==> config.mk <==
export PLATFORM = sky130hd
export DESIGN_NAME = signed_radix_to_digit_symbols_unit
export DESIGN_NICKNAME = d
export VERILOG_FILES = /design/src/hw/rtl/srds_pkg.sv /design/src/hw/rtl/srds_alpha_chk.sv /design/src/hw/rtl/srds_div.sv /design/src/hw/rtl/signed_radix_to_digit_symbols_unit.sv
export SDC_FILE = /design/constraint.sdc
export NUM_CORES = 1
export LEC_CHECK = 0
export ABC_CLOCK_PERIOD_IN_PS = 9400
export CAP_MARGIN = 40
export CORE_MARGIN = 3
export CORE_UTILIZATION = 30
export CTS_BUF_LIST = sky130_fd_sc_hd__clkbuf_16
export DETAILED_ROUTE_END_ITERATION = 8
export DONT_BUFFER_PORTS = 1
export GPL_TIMING_DRIVEN = 1
export PLACE_DENSITY = 0.54
export SKIP_LAST_GASP = 1
export SLEW_MARGIN = 20
export SYNTH_ARGS = -nofsm -noshare
export SYNTH_HDL_FRONTEND = slang
export SYNTH_HIERARCHICAL = 1
export SYNTH_SLANG_ARGS = --single-unit
==> constraint.sdc <==
create_clock -name clock -period 9.4 [get_ports clock]
set_clock_uncertainty 0.15 [all_clocks]
set_input_delay 1.88 -clock clock [delete_from_list [all_inputs] [get_ports clock]]
set_output_delay 1.88 -clock clock [all_outputs]
set_load 0.03 [all_outputs]
==> src/hw/rtl/srds_pkg.sv <==
// Shared types and constants for the signed radix to digit symbols unit.
package srds_pkg;

   // Largest radix that is converted; the alphabet holds this many entries
   localparam int MaxRadix   = 16;
   localparam int DigitW     = 4;
   localparam int MagW       = 32;
   localparam int MaxDigits  = 32;
   localparam int StackIdxW  = 5;
   localparam int StackCntW  = 6;
   localparam int RadixW     = 5;
   localparam int CsrDataW   = 64;
   localparam int CsrIdxW    = 2;

   // Register indexes on the configuration port
   localparam logic [CsrIdxW-1:0] CSR_DIGITS_LOW  = 2'd0;
   localparam logic [CsrIdxW-1:0] CSR_DIGITS_HIGH = 2'd1;
   localparam logic [CsrIdxW-1:0] CSR_RADIX       = 2'd2;

   // Reserved character codes
   localparam logic [7:0] SYM_PLUS  = 8'd43;
   localparam logic [7:0] SYM_MINUS = 8'd45;
   localparam logic [7:0] SYM_NUL   = 8'd0;

   typedef logic [7:0] sym_type;
   typedef sym_type [MaxRadix-1:0] alpha_type;

   typedef enum logic [2:0] {
      ST_IDLE,
      ST_CHECK,
      ST_DIVIDE,
      ST_SIGN,
      ST_EMIT
   } state_type;

   // Alphabet checker status
   typedef struct packed {
      logic done;
      logic ok;
   } chk_stat_type;

   // Divider control and status
   typedef struct packed {
      logic load;
      logic run;
   } div_cmd_type;

   typedef struct packed {
      logic              done;
      logic              zero;
      logic [DigitW-1:0] digit;
   } div_stat_type;

endpackage

==> src/hw/rtl/srds_alpha_chk.sv <==
// Alphabet checker: one entry per cycle against reserved codes and later entries.
module srds_alpha_chk (
   input  logic                          clock,
   input  logic                          reset,
   input  logic                          start,
   input  srds_pkg::alpha_type           alpha,
   input  logic [srds_pkg::RadixW-1:0]   radix,
   output srds_pkg::chk_stat_type        status
);
   import srds_pkg::*;

   logic              busy_ff, busy_in;
   logic [DigitW-1:0] idx_ff, idx_in;
   logic              bad_ff, bad_in;
   sym_type           cur;
   logic              bad_now;
   logic              last_idx;

   // Test the current entry; the duplicate search covers later used entries only
   always_comb begin
      cur     = alpha[idx_ff];
      bad_now = (cur == SYM_NUL) || (cur == SYM_PLUS) || (cur == SYM_MINUS);
      for (int j = 0; j < MaxRadix; j++) begin
         if ((DigitW'(j) > idx_ff) && (RadixW'(j) < radix) && (alpha[j] == cur)) begin
            bad_now = 1'b1;
         end
      end
      last_idx = ({1'b0, idx_ff} == (radix - RadixW'(1)));
   end

   // Sweep sequencing
   always_comb begin
      busy_in = busy_ff;
      idx_in  = idx_ff;
      bad_in  = bad_ff;
      if (start) begin
         busy_in = 1'b1;
         idx_in  = '0;
         bad_in  = 1'b0;
      end else if (busy_ff) begin
         bad_in = bad_ff | bad_now;
         idx_in = idx_ff + DigitW'(1);
         if (last_idx) begin
            busy_in = 1'b0;
         end
      end
   end

   always_ff @(posedge clock) begin
      if (reset) begin
         busy_ff <= 1'b0;
         idx_ff  <= '0;
         bad_ff  <= 1'b0;
      end else begin
         busy_ff <= busy_in;
         idx_ff  <= idx_in;
         bad_ff  <= bad_in;
      end
   end

   assign status.done = busy_ff && last_idx;
   assign status.ok   = !(bad_ff || bad_now);

endmodule

==> src/hw/rtl/srds_div.sv <==
// Bit-serial restoring divider by the radix: one quotient bit per cycle.
module srds_div (
   input  logic                          clock,
   input  logic                          reset,
   input  srds_pkg::div_cmd_type         cmd,
   input  logic [srds_pkg::MagW-1:0]     dividend,
   input  logic [srds_pkg::RadixW-1:0]   radix,
   output srds_pkg::div_stat_type        status
);
   import srds_pkg::*;

   logic              busy_ff, busy_in;
   logic [4:0]        cnt_ff, cnt_in;
   logic [MagW-1:0]   quo_ff, quo_in;
   logic [DigitW-1:0] rem_ff, rem_in;
   logic [RadixW-1:0] trial;
   logic              ge;
   logic [MagW-1:0]   quo_step;
   logic [DigitW-1:0] rem_step;

   // One restoring step: remainder stays below the radix, so it fits a digit
   always_comb begin
      trial    = {rem_ff, quo_ff[MagW-1]};
      ge       = (trial >= radix);
      rem_step = ge ? DigitW'(trial - radix) : DigitW'(trial);
      quo_step = {quo_ff[MagW-2:0], ge};
   end

   // A run issued on the finishing step keeps that step's quotient
   always_comb begin
      busy_in = busy_ff;
      cnt_in  = cnt_ff;
      quo_in  = quo_ff;
      rem_in  = rem_ff;
      if (cmd.load) begin
         quo_in = dividend;
      end else begin
         if (busy_ff) begin
            quo_in = quo_step;
            rem_in = rem_step;
            cnt_in = cnt_ff + 5'd1;
            if (cnt_ff == 5'd31) begin
               busy_in = 1'b0;
            end
         end
         if (cmd.run) begin
            busy_in = 1'b1;
            cnt_in  = '0;
            rem_in  = '0;
         end
      end
   end

   always_ff @(posedge clock) begin
      if (reset) begin
         busy_ff <= 1'b0;
         cnt_ff  <= '0;
      end else begin
         busy_ff <= busy_in;
         cnt_ff  <= cnt_in;
      end
      quo_ff <= quo_in;
      rem_ff <= rem_in;
   end

   // Digit and quotient are final on the step that finishes the word
   assign status.done  = busy_ff && (cnt_ff == 5'd31);
   assign status.digit = rem_step;
   assign status.zero  = (quo_step == '0);

endmodule

==> src/hw/rtl/signed_radix_to_digit_symbols_unit.sv <==
// Top level: signed value to radix digit symbols, one item at a time.
//
// Input channel req_*: one signed 32-bit value per item, taken when req_valid
// is high and req_stall is low. req_stall is high while an item is in work.
// Result channel rsp_*: one character code per transfer, rsp_last on the final
// symbol of a run; a minus sign leads a negative value.
// Configuration csr_*: digits_low, digits_high and radix, to be written only
// while idle; the user is bound to this, the block does no check of its own.
// A radix below 2 or above 16, or a bad alphabet, yields no results.
// Steps per item: accept, alphabet check (one entry per cycle), then the
// bit-serial divider pushes the digits onto a stack, least significant
// first, then the minus sign for a negative value and the popped digits.
// rsp_stall holds the output register and pauses the emit steps; the next
// item is accepted while the final symbol still waits in that register.
// Reset (synchronous, active high) clears the control and configuration
// registers to 0 and drops any item in work; the digit stack and the data
// registers are left as they were.
module signed_radix_to_digit_symbols_unit (
   input  logic                            clock,
   input  logic                            reset,
   input  logic                            req_valid,
   output logic                            req_stall,
   input  logic signed [31:0]              req_value,
   output logic                            rsp_valid,
   input  logic                            rsp_stall,
   output logic [7:0]                      rsp_symbol,
   output logic                            rsp_last,
   input  logic                            csr_write,
   input  logic [srds_pkg::CsrIdxW-1:0]    csr_index,
   input  logic [srds_pkg::CsrDataW-1:0]   csr_data
);
   import srds_pkg::*;

   logic [CsrDataW-1:0]  dig_lo_ff, dig_hi_ff;
   logic [RadixW-1:0]    radix_ff;
   alpha_type            alpha;
   state_type            state_ff, state_in;
   logic                 neg_ff, neg_in;
   logic [DigitW-1:0]    stack_ff [MaxDigits];
   logic [StackCntW-1:0] count_ff, count_in;
   logic                 rsp_valid_ff, rsp_valid_in;
   sym_type              rsp_symbol_ff, rsp_symbol_in;
   logic                 rsp_last_ff, rsp_last_in;
   logic                 req_fire;
   logic                 radix_ok;
   logic [MagW-1:0]      mag;
   logic                 chk_start;
   chk_stat_type         chk_stat;
   div_cmd_type          div_cmd;
   div_stat_type         div_stat;
   logic                 push;
   logic                 out_free;
   logic [StackIdxW-1:0] top_idx;

   // Configuration registers
   always_ff @(posedge clock) begin
      if (reset) begin
         dig_lo_ff <= '0;
         dig_hi_ff <= '0;
         radix_ff  <= '0;
      end else if (csr_write) begin
         case (csr_index)
            CSR_DIGITS_LOW:  dig_lo_ff <= csr_data;
            CSR_DIGITS_HIGH: dig_hi_ff <= csr_data;
            CSR_RADIX:       radix_ff  <= csr_data[RadixW-1:0];
            default: ;
         endcase
      end
   end

   assign alpha    = {dig_hi_ff, dig_lo_ff};
   assign radix_ok = (radix_ff >= RadixW'(2)) && (radix_ff <= RadixW'(MaxRadix));

   assign req_stall = (state_ff != ST_IDLE);
   assign req_fire  = req_valid && !req_stall;
   assign mag       = req_value[31] ? (~req_value + 32'd1) : req_value;

   assign out_free = !rsp_valid_ff || !rsp_stall;
   assign top_idx  = StackIdxW'(count_ff - StackCntW'(1));

   srds_alpha_chk u_chk (
      .clock  (clock),
      .reset  (reset),
      .start  (chk_start),
      .alpha  (alpha),
      .radix  (radix_ff),
      .status (chk_stat)
   );

   srds_div u_div (
      .clock    (clock),
      .reset    (reset),
      .cmd      (div_cmd),
      .dividend (mag),
      .radix    (radix_ff),
      .status   (div_stat)
   );

   // Sequencer: check, divide digit by digit, then emit sign and digits
   always_comb begin
      state_in      = state_ff;
      neg_in        = neg_ff;
      count_in      = count_ff;
      chk_start     = 1'b0;
      div_cmd       = '0;
      push          = 1'b0;
      rsp_valid_in  = rsp_valid_ff && rsp_stall;
      rsp_symbol_in = rsp_symbol_ff;
      rsp_last_in   = rsp_last_ff;
      case (state_ff)
         ST_IDLE: begin
            if (req_fire) begin
               neg_in       = req_value[31];
               count_in     = '0;
               div_cmd.load = 1'b1;
               if (radix_ok) begin
                  chk_start = 1'b1;
                  state_in  = ST_CHECK;
               end
            end
         end
         ST_CHECK: begin
            if (chk_stat.done) begin
               if (chk_stat.ok) begin
                  div_cmd.run = 1'b1;
                  state_in    = ST_DIVIDE;
               end else begin
                  state_in = ST_IDLE;
               end
            end
         end
         ST_DIVIDE: begin
            if (div_stat.done) begin
               push     = 1'b1;
               count_in = count_ff + StackCntW'(1);
               if (!div_stat.zero && (count_ff < StackCntW'(MaxDigits - 1))) begin
                  div_cmd.run = 1'b1;
               end else begin
                  state_in = neg_ff ? ST_SIGN : ST_EMIT;
               end
            end
         end
         ST_SIGN: begin
            if (out_free) begin
               rsp_valid_in  = 1'b1;
               rsp_symbol_in = SYM_MINUS;
               rsp_last_in   = 1'b0;
               state_in      = ST_EMIT;
            end
         end
         ST_EMIT: begin
            if (out_free) begin
               rsp_valid_in  = 1'b1;
               rsp_symbol_in = alpha[stack_ff[top_idx]];
               rsp_last_in   = (count_ff == StackCntW'(1));
               count_in      = count_ff - StackCntW'(1);
               if (count_ff == StackCntW'(1)) begin
                  state_in = ST_IDLE;
               end
            end
         end
         default: begin
            state_in = ST_IDLE;
         end
      endcase
   end

   always_ff @(posedge clock) begin
      if (reset) begin
         state_ff     <= ST_IDLE;
         count_ff     <= '0;
         rsp_valid_ff <= 1'b0;
      end else begin
         state_ff     <= state_in;
         count_ff     <= count_in;
         rsp_valid_ff <= rsp_valid_in;
      end
      neg_ff        <= neg_in;
      rsp_symbol_ff <= rsp_symbol_in;
      rsp_last_ff   <= rsp_last_in;
   end

   // Digit stack, filled least significant digit first
   always_ff @(posedge clock) begin
      if (push) begin
         stack_ff[count_ff[StackIdxW-1:0]] <= div_stat.digit;
      end
   end

   assign rsp_valid  = rsp_valid_ff;
   assign rsp_symbol = rsp_symbol_ff;
   assign rsp_last   = rsp_last_ff;

endmodule
==> results of run 1 <==
==> layout make-up <==
cell class	count	area (sq um)
Clock inverter	29	315
Timing Repair Buffer	33	300
Multi-Input combinational cell	1333	9350
Clock buffer	39	976
Fill cell	5979	39400
Sequential cell	329	8330
Inverter	24	90.1
Tap cell	773	967
==> kinds of logic (layout without fill, tap and decap cells) <==
kind of cell	after synthesis	after routing	synth area share, %
adder cells (fa/ha/maj)	18	18	1.27
multiplexers	198	198	14.5
flip-flops	329	329	45.5
AND/OR/NAND/NOR	602	602	15.3
XOR/XNOR	170	170	8.14
buffers and inverters	146	125	3.50
AO/OA/AOI/OAI	345	345	11.8
==> through the flow <==
step / std cells / power [mW] / cell area (sq um) / util, % / worst slack, ns
floorplan: 1808 / 2.37 / 18300 / - / 4.38
global placement: 2486 / 2.59 / 18900 / 31.7 / 3.81
detailed placement: 2492 / 2.61 / 19000 / 31.9 / 4.07
CTS: 2560 / 4.18 / 20300 / 34.1 / 4.05
global route: 2560 / 4.32 / 20300 / 34.1 / 3.67
finish: 2560 / 4.14 / 20300 / 34.1 / 3.92
==> registers in the layout (all words and copies together), names as in the netlist <==
name	count
rsp_symbol	8
dig_lo_ff	64
count_ff	6
u_chk/busy_ff	1
u_div/busy_ff	1
stack_ff	128
u_chk/idx_ff	4
neg_ff	1
u_chk/bad_ff	1
radix_ff	5
u_div/quo_ff	32
u_div/rem_ff	4
u_div/cnt_ff	5
rsp_last	1
rsp_valid	1
state_ff	3
dig_hi_ff	64
==> how the worst max path moves through the flow <==
stage	start	to	slack, ns
floorplan	req_value[4]	u_div/quo_ff[29]	4.38
global placement	u_chk/idx_ff[0]	u_div/cnt_ff[3]	3.81
detailed placement	req_value[4]	u_div/quo_ff[29]	4.07
CTS	u_chk/idx_ff[0]	u_div/cnt_ff[3]	4.05
global route	u_chk/idx_ff[0]	u_div/cnt_ff[3]	3.67
finish	u_chk/idx_ff[3]	u_div/cnt_ff[3]	3.92
==> worst max-delay path: cells and delay by family, from the launching register on <==
family | cells | cell delay, ns
compound gates | 6 | 1.81
flops | 1 | 0.70
buf+inv | 1 | 0.37
xor+xnor | 1 | 0.16
simple gates | 8 | 2.21
==> layout by cell type, fill, tap and decap left out, drive strengths merged, types with 22 or more instances in the layout <==
cell type / n
xor2: 56
nor3: 29
nand4: 22
mux2: 49
xnor2: 114
nor2: 81
nand3: 39
a21oi: 158
inv: 30
buf: 33
clkbuf: 39
nand2: 321
nor4: 23
edfxtp: 174
o21ai: 43
a22oi: 37
mux2i: 102
dfxtp: 155
mux4: 47
==> power breakdown <==
group	switching [mW]	internal, mW	leakage, nW
combinational	0.530	0.388	3.30
sequential	0.0720	1.60	2.84
clock	0.629	0.922	0.649
==> layer usage <==
metal	part of all wire, %	vias to the layer above
met5	0.056	-
met1	41	7034
met4	4.4	4
met3	7.5	138
met2	47	566
li1	-	6461
==> results.py, run 1 <==
metrics = {
    "status": {
        "status": "complete, no violations",
    },
    "setup_path": {
        "cp_cell_sequence": "buf_4 -> nor2_1 -> a22o_1 -> o21ai_1 -> and2_1 -> nor3_1 -> o21ai_1 -> nand4_1 -> a2111oi_2 -> and3_1 -> nor4bb_1 -> a32o_1 -> o21bai_1 -> nor2_1 -> xor2_1 -> and3b_1",
        "max_stage_delay_ns": 0.70,
        "critPathKind": "reg -> reg",
        "ff2ff_path_depth": 16,
        "start_kind": "flop",
        "critPathMaxFanout": 18,
        "critPathCaptureType": "flop",
        "arrival_ns": 5.84,
        "worst_path_max_delay_cell": "dfxtp_1",
        "r2r_start": "u_chk/idx_ff[3]",
        "r2r_end": "u_div/cnt_ff[3]",
        "worstPathRequired_ns": 9.76,
        "rrSetupSlack_ns": 3.92,
    },
    "clock_tree": {
        "post_cts_resized": 0,
        "cts_tree": "yes",
        "post_cts_buffers": 0,
        "root_buffer": "clkbuf_16",
        "clockBufferDepth": 3,
        "cts.sinks": 329,
        "numCtsBuffers": 38,
        "holdBufCountCts": 0,
        "clk_pin_slew_ns": 0.06,
        "clk_latency_ns": 0.57,
        "htree_levels": 2,
    },
    "power": {
        "leakage_nw": 6.79,
        "irDropWorstVdd_uv": 120,
        "power.density_nw_per_um2": 204,
    },
    "timing": {
        "slew_viol_final": 0,
        "rsz0062_at_grt": "false",
        "period_minus_slack_ns": 5.48,
        "finalSetupViolations": 0,
        "final_hold_viol_count": 0,
        "holdWs_ns": 0.342,
        "setup_tns_ns": 0,
        "fmax_mhz": 183,
        "min_period_over_period_pct": 58.3,
        "slew_headroom_pct": 44.3,
        "worst_pin_slew_ns": 0.829,
    },
    "synth": {
        "syn-num-nets": 1929,
        "syn_avg_cell_area_sq_um": 10.1,
        "ys_ff_latch": 329,
        "synth_top_area_cell": "edfxtp_1",
        "synth_top_area_share_pct": 28.6,
        "synth_most_common_cell": "nand2_1",
        "synth_cells": 1808,
        "yosys_warnings": 6,
        "ys_top_cells_by_count": "321 x nand2_1, 174 x edfxtp_1, 158 x a21oi_1",
        "synth_edf_count": 174,
        "synth.distinct_cells": 84,
        "synth_area_sq_um": 18300,
        "async_flop_share_pct": 0,
        "synth_area_leaders": "edfxtp_1 29%, dfxtp_1 17%, nand2_1 6.6%, mux4_2 5.8%, mux2i_1 5.5%",
        "ys.flop_type": "edfxtp_1",
        "seq_area_frac_synth_pct": 45.5,
    },
    "placed_design": {
        "numPortBuffers": 0,
        "place.gp.congestion": 0.994,
        "dpl.hpwl_microns": 42600,
    },
    "global_route": {
        "overflow": 0,
        "grtUsageTotal_pct": 18.2,
        "grt_pass1_vias": 13700,
        "grt_max_degree": 156,
        "top_usage_layer": "met2",
        "grt_pass1_wl_microns": 88900,
        "globalRouteMet1Util_pct": 23.5,
        "gr-usage-met3_pct": 3.86,
        "antenna_found_initial": 2,
        "grtUsageMet2_pct": 29.4,
    },
    "flow_run": {
        "max-cap-violations": 0,
    },
    "finish": {
        "drive_above_1_share_pct": 11.6,
        "fin_nets": 1880,
        "synthToLayoutAreaGrowth_pct": 11.2,
        "diodes": 0,
    },
    "floorplan": {
        "dieWidth_microns": 253,
        "row_count": 89,
        "io_pins": 114,
        "core_sq_um": 59700,
        "die_area_sq_um": 64000,
        "dieHeight_microns": 253,
        "initial_utilization_pct": 30.6,
    },
    "hold_path": {
        "min_path_cells": 2,
        "min_to": "dig_lo_ff[5]",
        "hp-class": "reg -> reg",
        "hp-start": "dig_lo_ff[5]",
    },
    "drt": {
        "routedWlPerCell_microns": 23.1,
        "num_vias": 14200,
        "drtAntennaViolNets": 0,
        "routed_wl_microns": 59200,
        "first_pass_iters": 5,
        "detail_route.iter0.violations": 1667,
        "via_per_inst": 5.55,
        "drc_errors": 0,
    },
}
Note: power is estimated with default switching activity, not from simulation.
==> run 2, diff against run 1 <==
--- a/config.mk
+++ b/config.mk
@@ -5,7 +5,7 @@
 export SDC_FILE = /design/constraint.sdc
 export NUM_CORES = 1
 export LEC_CHECK = 0
-export ABC_CLOCK_PERIOD_IN_PS = 9400
+export ABC_CLOCK_PERIOD_IN_PS = 5300
 export CAP_MARGIN = 40
 export CORE_MARGIN = 3
 export CORE_UTILIZATION = 30
==> constraint.sdc (replaced) <==
create_clock -name clock -period 5.3 [get_ports clock]
set_clock_uncertainty 0.15 [all_clocks]
set_input_delay 1.06 -clock clock [delete_from_list [all_inputs] [get_ports clock]]
set_output_delay 1.06 -clock clock [all_outputs]
set_load 0.03 [all_outputs]
==> results.py, run 2 (synthesis gave the netlist of run 1 again) <==
metrics = {
    "drt": {
        "detail_route.iter0.violations": 1237,
        "num_vias": 14000,
        "first_pass_iters": 6,
        "drtAntennaViolNets": 0,
        "via_per_inst": 5.41,
        "routedWlPerCell_microns": 23.2,
        "drc_errors": 0,
        "routed_wl_microns": 60200,
    },
    "timing": {
        "fmax_mhz": 199,
        "min_period_over_period_pct": 94.8,
        "period_minus_slack_ns": 5.02,
        "finalSetupViolations": 0,
        "worst_pin_slew_ns": 0.804,
        "final_hold_viol_count": 0,
        "fin_ws_ns": 0.275,
        "setup_tns_ns": 0,
        "slew_headroom_pct": 46.4,
        "slew_viol_final": 0,
        "rsz0062_at_grt": "false",
    },
    "clock_tree": {
        "clockBufferDepth": 3,
        "post_cts_resized": 0,
        "clk_pin_slew_ns": 0.06,
        "numCtsBuffers": 38,
        "holdBufCountCts": 0,
        "htree_levels": 2,
        "root_buffer": "clkbuf_16",
        "clk_latency_ns": 0.57,
        "cts.sinks": 329,
        "post_cts_buffers": 0,
        "cts_tree": "yes",
    },
    "floorplan": {
        "initial_utilization_pct": 30.6,
        "core_sq_um": 59700,
        "dieWidth_microns": 253,
        "row_count": 89,
        "io_pins": 114,
        "die_area_sq_um": 64000,
        "dieHeight_microns": 253,
    },
    "global_route": {
        "grt_pass1_vias": 13900,
        "overflow": 0,
        "grt_max_degree": 156,
        "antenna_found_initial": 2,
        "grt_pass1_wl_microns": 90600,
        "grtUsageTotal_pct": 18.6,
    },
    "placed_design": {
        "numPortBuffers": 0,
        "place.gp.congestion": 0.953,
        "dp.cells": 2529,
        "dpl.hpwl_microns": 44200,
        "place_ws_ns": 0.363,
    },
    "power": {
        "leakage_nw": 6.95,
        "internal_power_mw": 5.01,
        "p_sw_share_pct": 30.4,
        "pwr-share-clk_pct": 35.4,
        "seqPwrFrac_pct": 41.1,
        "pwr-share-comb_pct": 23.5,
        "p_switching_mw": 2.19,
        "power.density_nw_per_um2": 351,
        "irDropWorstVdd_uv": 222,
    },
    "hold_path": {
        "hp-start": "dig_lo_ff[5]",
        "min_to": "dig_lo_ff[5]",
        "min_path_cells": 2,
        "hp-class": "reg -> reg",
    },
    "setup_path": {
        "worstPathRequired_ns": 5.40,
        "critPathMaxFanout": 26,
        "rrSetupSlack_ns": 0.28,
        "r2r_start": "u_chk/idx_ff[0]",
        "ff2ff_path_depth": 15,
        "critPathKind": "reg -> reg",
        "critPathCaptureType": "flop",
        "r2r_end": "u_div/rem_ff[1]",
        "start_kind": "flop",
        "arrival_ns": 5.12,
    },
    "finish": {
        "mostFrequentLayoutCell": "nand2_1",
        "largest_reg_flops": 128,
        "drive_above_1_share_pct": 12.9,
        "fin_nets": 1917,
        "final_cell_mix": "320 x nand2_1, 174 x edfxtp_1, 156 x a21oi_1",
        "fin_cells": 2597,
        "synthToLayoutAreaGrowth_pct": 12.2,
    },
    "flow_run": {
        "max-cap-violations": 0,
    },
    "status": {
        "status": "complete, no violations",
    },
}
==> run 2: changes by cell type in the layout (fill, tap and decap cells not counted), sizes merged <==
| cell | delta |
|---|---|
| diode | +1 |
| clkinv | +5 |
| bufinv | -3 |
| clkinvlp | -4 |
| buf | +37 |
| inv | +2 |
| clkbuf | -1 |
==> run 2: per-layer routing <==
metal	track usage, %	up-vias	wire length, microns
met1	24.2	6925	25400
met4	7.00	2	2250
li1	-	6544	-
met5	0	-	9
met3	3.80	130	4040
met2	30.7	439	28500
==> run 2: power by group through the flow <==
stage | clock network, mW | registers, mW | logic [mW]
detailed placement | 0 | 3.01 | 1.68
floorplan | 0 | 2.95 | 1.25
global route | 2.72 | 2.97 | 1.82
finish | 2.55 | 2.96 | 1.69
CTS | 2.62 | 2.96 | 1.69
global placement | 0 | 3.01 | 1.66
==> run 2: worst max-delay path by stage <==
stage / from / end / slack (ns) / depth (start not counted)
global placement: u_chk/idx_ff[0] / u_div/rem_ff[3] / 0.42 / 15
detailed placement: u_chk/idx_ff[0] / u_div/rem_ff[3] / 0.36 / 15
global route: u_chk/idx_ff[0] / u_div/rem_ff[2] / 0.02 / 15
floorplan: count_ff[0] / rsp_symbol[5] / 0.99 / 16
CTS: u_chk/idx_ff[0] / u_div/rem_ff[1] / 0.33 / 15
finish: u_chk/idx_ff[0] / u_div/rem_ff[1] / 0.28 / 15
==> run 2: critical path, cell delays in order, from the launching register on <==
cell and delay, ns:
dfxtp_2 0.74, buf_12 0.30, mux4_2 0.53, a22oi_1 0.29, o21ai_2 0.26, xor2_1 0.21, and4_1 0.24, o21ai_1 0.15
nand4_1 0.13, a2111oi_2 0.37, and3_1 0.31, nor4bb_1 0.39, a32o_1 0.24, o21bai_1 0.09, buf_4 0.15, inv_1 0.13
==> run 2: final cells by class <==
class                           count  area, sq um
Antenna cell                        1         2.50
Clock buffer                       38          951
Clock inverter                     29          248
Fill cell                        6021        39200
Inverter                           24         90.1
Multi-Input combinational cell   1333         9350
Sequential cell                   329         8330
Tap cell                          773          967
Timing Repair Buffer               70          571
==> run 2: metrics by stage <==
stage / util, % / instance area [sq um] / hold slack, ns / power (mW)
after global routing: 34.4 / 20500 / 0.356 / 7.50
after global placement: 32.3 / 19300 / 0.313 / 4.67
after CTS: 34.4 / 20500 / 0.328 / 7.27
after floorplan: - / 18300 / 0.296 / 4.20
final: 34.4 / 20500 / 0.335 / 7.20
after detailed placement: 32.4 / 19300 / 0.321 / 4.69
==> run 3, diff against run 2 <==
--- a/config.mk
+++ b/config.mk
@@ -13,7 +13,7 @@
 export DETAILED_ROUTE_END_ITERATION = 8
 export DONT_BUFFER_PORTS = 1
 export GPL_TIMING_DRIVEN = 1
-export PLACE_DENSITY = 0.54
+export PLACE_DENSITY = 0.52
 export SKIP_LAST_GASP = 1
 export SLEW_MARGIN = 20
 export SYNTH_ARGS = -nofsm -noshare
==> results.py, run 3 (synthesis gave the netlist of run 1 again) <==
metrics = {
    "setup_path": {
        "cp_common_cell": "buf_12",
        "critPathCaptureType": "flop",
        "cp_cell_sequence": "buf_12 -> mux4_2 -> a22oi_1 -> o21ai_2 -> buf_12 -> and4_1 -> o21ai_1 -> nand4_1 -> a2111oi_2 -> and3_1 -> nor4bb_1 -> a32o_1 -> o21bai_1 -> buf_4 -> inv_1",
        "arrival_ns": 5.12,
        "cp.buffers_inverters": 4,
        "crit_cells": 15,
        "rrSetupSlack_ns": 0.31,
        "r2r_start": "u_chk/idx_ff[0]",
        "critPathMaxFanout": 46,
        "critPathKind": "reg -> reg",
        "ff2ff_path_depth": 15,
        "critPathTopFamily": "compound AO/OA/AOI/OAI gates",
        "worst_path_max_delay_cell": "mux4_2",
        "worstPathRequired_ns": 5.43,
        "start_kind": "flop",
        "r2r_end": "u_div/rem_ff[3]",
        "max_stage_delay_ns": 0.55,
    },
    "placed_design": {
        "place.gp.congestion": 0.953,
        "numPortBuffers": 0,
        "dpl.hpwl_microns": 46200,
        "dp.cells": 2537,
        "placed_area_sq_um": 19400,
    },
    "drt": {
        "detail_route.iter0.violations": 1206,
        "drc_errors": 0,
        "num_vias": 14200,
        "first_pass_iters": 5,
        "routed_wl_microns": 62700,
        "drtAntennaViolNets": 0,
        "via_per_inst": 5.46,
        "routedWlPerCell_microns": 24.1,
    },
    "finish": {
        "fin_cells": 2605,
        "mostFrequentLayoutCell": "nand2_1",
        "final_cell_mix": "321 x nand2_1, 174 x edfxtp_1, 156 x a21oi_1",
        "fin_nets": 1925,
        "diodes": 0,
        "finalInstanceArea_sq_um": 20600,
        "largest_reg_flops": 128,
        "synthToLayoutAreaGrowth_pct": 12.4,
        "drive_above_1_share_pct": 13.4,
    },
    "floorplan": {
        "die_area_sq_um": 64000,
        "dieHeight_microns": 253,
        "core_sq_um": 59700,
        "io_pins": 114,
        "row_count": 89,
        "initial_utilization_pct": 30.6,
        "dieWidth_microns": 253,
    },
    "clock_tree": {
        "clk_pin_slew_ns": 0.06,
        "cts_tree": "yes",
        "numCtsBuffers": 38,
        "post_cts_buffers": 0,
        "clk_latency_ns": 0.58,
        "clockBufferDepth": 3,
        "root_buffer": "clkbuf_16",
        "cts.sinks": 329,
        "htree_levels": 2,
    },
    "hold_path": {
        "hp-start": "dig_lo_ff[2]",
        "min_path_cells": 2,
        "min_to": "dig_lo_ff[2]",
        "hp-class": "reg -> reg",
    },
    "global_route": {
        "grt_pass1_wl_microns": 93000,
        "grt_max_degree": 156,
        "overflow": 0,
        "antenna_found_initial": 1,
        "grt_pass1_vias": 13900,
        "grtUsageTotal_pct": 19.3,
    },
    "timing": {
        "slew_viol_final": 0,
        "fmax_mhz": 200,
        "final_hold_viol_count": 0,
        "finalSetupViolations": 0,
        "slew_headroom_pct": 43.9,
        "worst_pin_slew_ns": 0.841,
        "rsz0062_at_grt": "false",
        "period_minus_slack_ns": 4.99,
        "min_period_over_period_pct": 94.2,
        "setup_tns_ns": 0,
    },
    "flow_run": {
        "max-cap-violations": 0,
    },
    "status": {
        "status": "complete, no violations",
    },
    "power": {
        "power.density_nw_per_um2": 350,
        "leakage_nw": 6.98,
        "irDropWorstVdd_uv": 246,
    },
}
-- run 3: cell types whose count changed in the layout (fill, tap and decap cells not counted), moves of 2 or more --
cell / delta
clkinv_2: +3
clkinv_1: -2
clkinv_16: +2
bufinv_16: -2
buf_4: +7
-- run 3: cell type report --
type,instances,area [sq um]
Multi-Input combinational cell,1333,9350
Clock inverter,30,230
Fill cell,6015,39100
Sequential cell,329,8330
Timing Repair Buffer,78,639
Inverter,24,90.1
Clock buffer,38,951
Tap cell,773,967
-- run 3: worst max-delay path by stage --
stage,startpoint,end,slack [ns]
after global routing,u_chk/idx_ff[0],u_div/rem_ff[3],0.01
after global placement,u_chk/idx_ff[1],u_div/rem_ff[3],0.33
after floorplan,count_ff[0],rsp_symbol[5],0.99
after CTS,u_chk/idx_ff[1],u_div/rem_ff[3],0.20
after detailed placement,u_chk/idx_ff[1],u_div/rem_ff[3],0.23
final,u_chk/idx_ff[0],u_div/rem_ff[3],0.31
-- run 3: timing repair --
item,4_1_cts,5_1_grt
endpoints found under the setup margin,0,8
gates resized for setup,0,1
hold buffers,0,0
-- run 3: routing by layer --
metal / GRT usage [%] / up-vias / routed length [microns] / share of wire [%]
li1: - / 6575 / - / -
met5: 0 / - / 0 / 0
met3: 3.03 / 97 / 3840 / 6.1
met4: 6.97 / 0 / 2210 / 3.5
met2: 32.2 / 490 / 30100 / 48
met1: 25.3 / 7070 / 26600 / 42
-- run 3: metrics by stage --
step                util, %  setup WS (ns)  hold WS [ns]  total power [mW]
global route           34.4         0.0100         0.349              7.47
detailed placement     32.5          0.227         0.327              4.74
floorplan                 -          0.989         0.296              4.20
CTS                    34.4          0.204         0.332              7.26
finish                 34.4          0.310         0.339              7.19
global placement       32.4          0.335         0.309              4.73
-- run 3: report_power, final --
part | leakage, nW | switching [mW] | internal (mW)
logic | 3.53 | 1.03 | 0.708
registers | 2.84 | 0.115 | 2.84
clock network | 0.606 | 1.11 | 1.38
total | 6.98 | 2.26 | 4.92
-- run 3: worst register-to-register path, cell delays in order, from the launching register on --
cell and delay (ns):
dfxtp_2 0.53, buf_12 0.35, mux4_2 0.57, a22oi_1 0.46, o21ai_2 0.15, buf_12 0.20
and4_1 0.21, o21ai_1 0.13, nand4_1 0.23, a2111oi_2 0.39, and3_1 0.26, nor4bb_1 0.42
a32o_1 0.25, o21bai_1 0.10, buf_4 0.16, inv_1 0.13
